==> src/hdl/clib_pkg.sv <==
// Shared types and constants for the console line input buffer.
package clib_pkg;

  localparam int KEY_W   = 8;
  localparam int KIND_W  = 2;
  localparam int LINES_W = 12;

  localparam logic [LINES_W-1:0] LINES_MAX = 12'd4095;

  localparam logic [KEY_W-1:0] CH_BS  = 8'h08;
  localparam logic [KEY_W-1:0] CH_TAB = 8'h09;
  localparam logic [KEY_W-1:0] CH_NL  = 8'h0A;
  localparam logic [KEY_W-1:0] CH_SP  = 8'h20;

  localparam logic [KIND_W-1:0] KIND_ECHO      = 2'd0;
  localparam logic [KIND_W-1:0] KIND_DATA      = 2'd1;
  localparam logic [KIND_W-1:0] KIND_NOT_READY = 2'd2;

  localparam logic OP_PRESS = 1'b0;
  localparam logic OP_READ  = 1'b1;

  localparam logic REG_ECHO_ENABLE = 1'b0;
  localparam logic REG_LINE_MODE   = 1'b1;

  typedef enum logic [1:0] {
    ST_IDLE,
    ST_EXEC,
    ST_EMIT
  } ctl_state_t;

  typedef struct packed {
    logic capture;
    logic exec;
    logic emit;
  } ctl_cmd_t;

  typedef struct packed {
    logic has_result;
    logic out_free;
    logic last_beat;
  } dp_stat_t;

endpackage

==> src/hdl/clib_ctrl.sv <==
// Controller state machine: accept, execute, then emit the result beats.
module clib_ctrl import clib_pkg::*; (
  input  logic     clk,
  input  logic     rst_n,
  input  logic     in_valid,
  output logic     in_stall,
  input  dp_stat_t stat,
  output ctl_cmd_t cmd
);

  ctl_state_t state_r, state_nxt;

  always_ff @(posedge clk) begin
    if (!rst_n) begin
      state_r <= ST_IDLE;
    end else begin
      state_r <= state_nxt;
    end
  end

  always_comb begin
    state_nxt = state_r;
    case (state_r)
      ST_IDLE: begin
        if (in_valid) state_nxt = ST_EXEC;
      end
      ST_EXEC: begin
        state_nxt = stat.has_result ? ST_EMIT : ST_IDLE;
      end
      ST_EMIT: begin
        if (stat.out_free && stat.last_beat) state_nxt = ST_IDLE;
      end
      default: state_nxt = ST_IDLE;
    endcase
  end

  always_comb begin
    in_stall    = 1'b1;
    cmd.capture = 1'b0;
    cmd.exec    = 1'b0;
    cmd.emit    = 1'b0;
    case (state_r)
      ST_IDLE: begin
        in_stall    = 1'b0;
        cmd.capture = in_valid;
      end
      ST_EXEC: begin
        cmd.exec = 1'b1;
      end
      ST_EMIT: begin
        cmd.emit = stat.out_free;
      end
      default: begin
        in_stall = 1'b1;
      end
    endcase
  end

endmodule

==> config.mk <==
export PLATFORM = sky130hd
export DESIGN_NAME = clib_ctrl
export DESIGN_NICKNAME = d
export VERILOG_FILES = /design/src/hdl/clib_pkg.sv /design/src/hdl/clib_ctrl.sv
export SDC_FILE = /design/constraint.sdc
export NUM_CORES = 1
export LEC_CHECK = 0
export BUFFER_PORTS_ARGS = -buffer_cell sky130_fd_sc_hd__buf_2
export CAP_MARGIN = 20
export CORE_AREA = 5 5 42 44
export DETAILED_ROUTE_END_ITERATION = 12
export DIE_AREA = 0 0 47 49
export PLACE_DENSITY = 0.3
export REMOVE_ABC_BUFFERS = 1
export SYNTH_ARGS = -nofsm -noshare
export SYNTH_HDL_FRONTEND = slang
export SYNTH_SLANG_ARGS = --single-unit
==> constraint.sdc <==
create_clock -name clk -period 0.9 [get_ports clk]
set_input_delay 0.135 -clock clk [delete_from_list [all_inputs] [get_ports clk]]
set_output_delay 0.135 -clock clk [all_outputs]
set_load 0.01 [all_outputs]
==> results.yml <==
timing:
  relSlewSlack: 0.936
  finalSetupViolations: 4
  worst_pin_slew_ns: 0.0965
  finalHoldWorstSlack_ns: 0.133
  hold_viol_final: 0
  final_min_period_over_clock_period: 1.24
  fin_crit_ns: 1.12
  drv_slew: 0
  setup_ws_ns: -0.218
  fmax_ghz: 0.894
  fin_skew_ns: 0.00198
  rsz0062_at_grt: "true"
  setup_tns_ns: -0.661
power_and_ir_drop:
  power_leakage_nw: 0.110
  vdd_drop_max_mv: 0.280
  total_power_mw: 0.367
  power.density_nw_per_um2: 1640
floorplan:
  coreArea_um2: 1400
  die_x_um: 47
  rows: 14
  ioPinCount: 10
  die_h_um: 49
  start_util: 0.0759
  die-area_um2: 2300
run:
  maxCapViolCount: 0
clocking:
  cts_tree: "yes"
  path_clk_slew_ns: 0.03
  clk_latency_ns: 0.22
  cts_setup_buffers: 0
  cts_buffers: 3
  clock-root-buffer: "clkbuf_4"
  cts_hold_buf: 0
  cts_buffer_depth: 2
  htreeDepth: 1
  cts.sinks: 2
synthesis:
  netlist.area_leader.share: 0.376
  yosysWarnings: 0
  yosys-top-cells-area: "dfxtp_1 38%, nand2_1 11%, nor2_4 11%"
  synth_area_leader_cell: "dfxtp_1"
  syn_area_per_cell_um2: 8.18
  yosysSeqAreaShare: 0.376
  netlist_instances: 13
  syn-cell-area_um2: 106
  synth_most_common_cell: "nand2_1"
  synth_edf_count: 0
  synth_ff_type: "dfxtp_1"
  async_reset_ff_frac: 0
  synth_cell_types: 10
  ys_seq_elements: 2
  synthTopCellsByCount: "3 x nand2_1, 2 x dfxtp_1"
cells_and_area:
  nets: 34
  nFillCells: 173
  diodes: 0
  largest_reg_flops: 2
  instances_no_fill: 42
  layout-drive-gt1-share: 0.692
  top_regs: "state_r x2"
  areaGrowthSynthToFinish_pct: 111
  top_register: "state_r"
detailed_routing:
  via_per_inst: 3.05
  drt_pre_antenna_iters: 2
  post-route-drc-count: 0
  avgRoutedWirePerCell_um: 8.40
  finalWirelength_um: 353
  via_count: 128
  first_iter_violations: 1
  ant_nets: 0
hold_path:
  hold_class: "in2reg"
critical_path:
  cp-start-kind: "register"
  arrival_ns: 0.98
  worstSetupStartpoint: "state_r[1]"
  rr_worst_depth: 3
  reg2reg_slack_ns: 0.06
  crit_path_end: "cmd[2]"
  reg2reg_to: "state_r[0]"
  crit_path_max_fanout: 2
  timing_worst_setup_path_type: "reg2out"
  r2r_start: "state_r[1]"
  crit_path_end_kind: "output pin"
  worstPathRequired_ns: 0.76
status:
  status: "complete, but fails checks"
  violations: "negative setup slack"
global_routing:
  grt_overflow: 0
  grt_pass1_wl_um: 531
  grt_pass1_vias: 128
  grt_max_degree: 5
  antenna_found_initial: 0
  grt_use_total: 0.0387
place:
  portBuffers: 9
  dp_cells: 39
  dp_slack_ns: -0.0145
  place_congestion: 0.748
metrics by stage:
| step | area, um^2 | utilization |
|---|---|---|
| finish | 224 | 0.160 |
| global route | 224 | 0.160 |
| CTS | 208 | 0.148 |
| detailed placement | 179 | 0.128 |
| global placement | 179 | 0.128 |
| floorplan | 106 | - |
cells in the final DEF (no fill, tap or decap):
cell / Yosys / final
nor2b_4: 0 / 1
nand2_1: 3 / 3
buf_2: 0 / 7
buf_4: 0 / 1
clkbuf_4: 0 / 3
buf_6: 0 / 2
nor2_4: 1 / 1
a21boi_1: 1 / 1
nor2_1: 1 / 1
nand3b_1: 1 / 1
or2_4: 1 / 1
inv_1: 1 / 1
dfxtp_2: 0 / 2
and2_1: 1 / 1
what timing repair did:
action                                  CTS  global route
endpoints found under the setup margin    4             4
gates resized for setup                   1             5
endpoints found under the hold margin     0             0
pin swaps                                 1             0
worst max-delay path, stage by stage, from the launching register on:
cell and delay [ns]:
dfxtp_2 0.31, or2_4 0.26, nor2_4 0.09, buf_6 0.10
logic make-up after synthesis:
kind of cell / Yosys count / share of synthesized area
AO/OA/AOI/OAI: 1 / 0.0706
buffers and inverters: 1 / 0.0353
flip-flops: 2 / 0.376
AND/OR/NAND/NOR: 9 / 0.518
area by class of cell:
cell class,count,area (um^2),area share
clock buffers,3,22.5,0.101
inverters,1,3.75,0.0168
multi-input cells,10,70.1,0.313
flip-flops and latches,2,42.5,0.190
well taps,16,20.0,0.0894
repair buffers,10,65.1,0.291
worst min-delay path by stage:
stage          startpoint          to  slack [ns]  cells after the start
4_1_cts             rst_n  state_r[0]        0.13                      2
5_1_grt             rst_n  state_r[0]        0.14                      2
3_5_place_dp        rst_n  state_r[0]        0.36                      2
3_3_place_gp        rst_n  state_r[0]        0.36                      2
6_report            rst_n  state_r[0]        0.13                      2
2_1_floorplan       rst_n  state_r[0]        0.26                      1
layer usage:
| metal | GRT usage | routed length (um) |
|---|---|---|
| met3 | 0.0406 | 68 |
| met4 | 0.0553 | 0 |
| met5 | 0 | 0 |
| met1 | 0.0394 | 158 |
| met2 | 0.0317 | 127 |
where the power goes:
group | switching, mW | internal, mW
logic | 0.0297 | 0.0420
clock network | 0.0495 | 0.147
registers | 0.00367 | 0.0951
total | 0.0829 | 0.284
No activity file was read; power rests on OpenSTA's default activity.
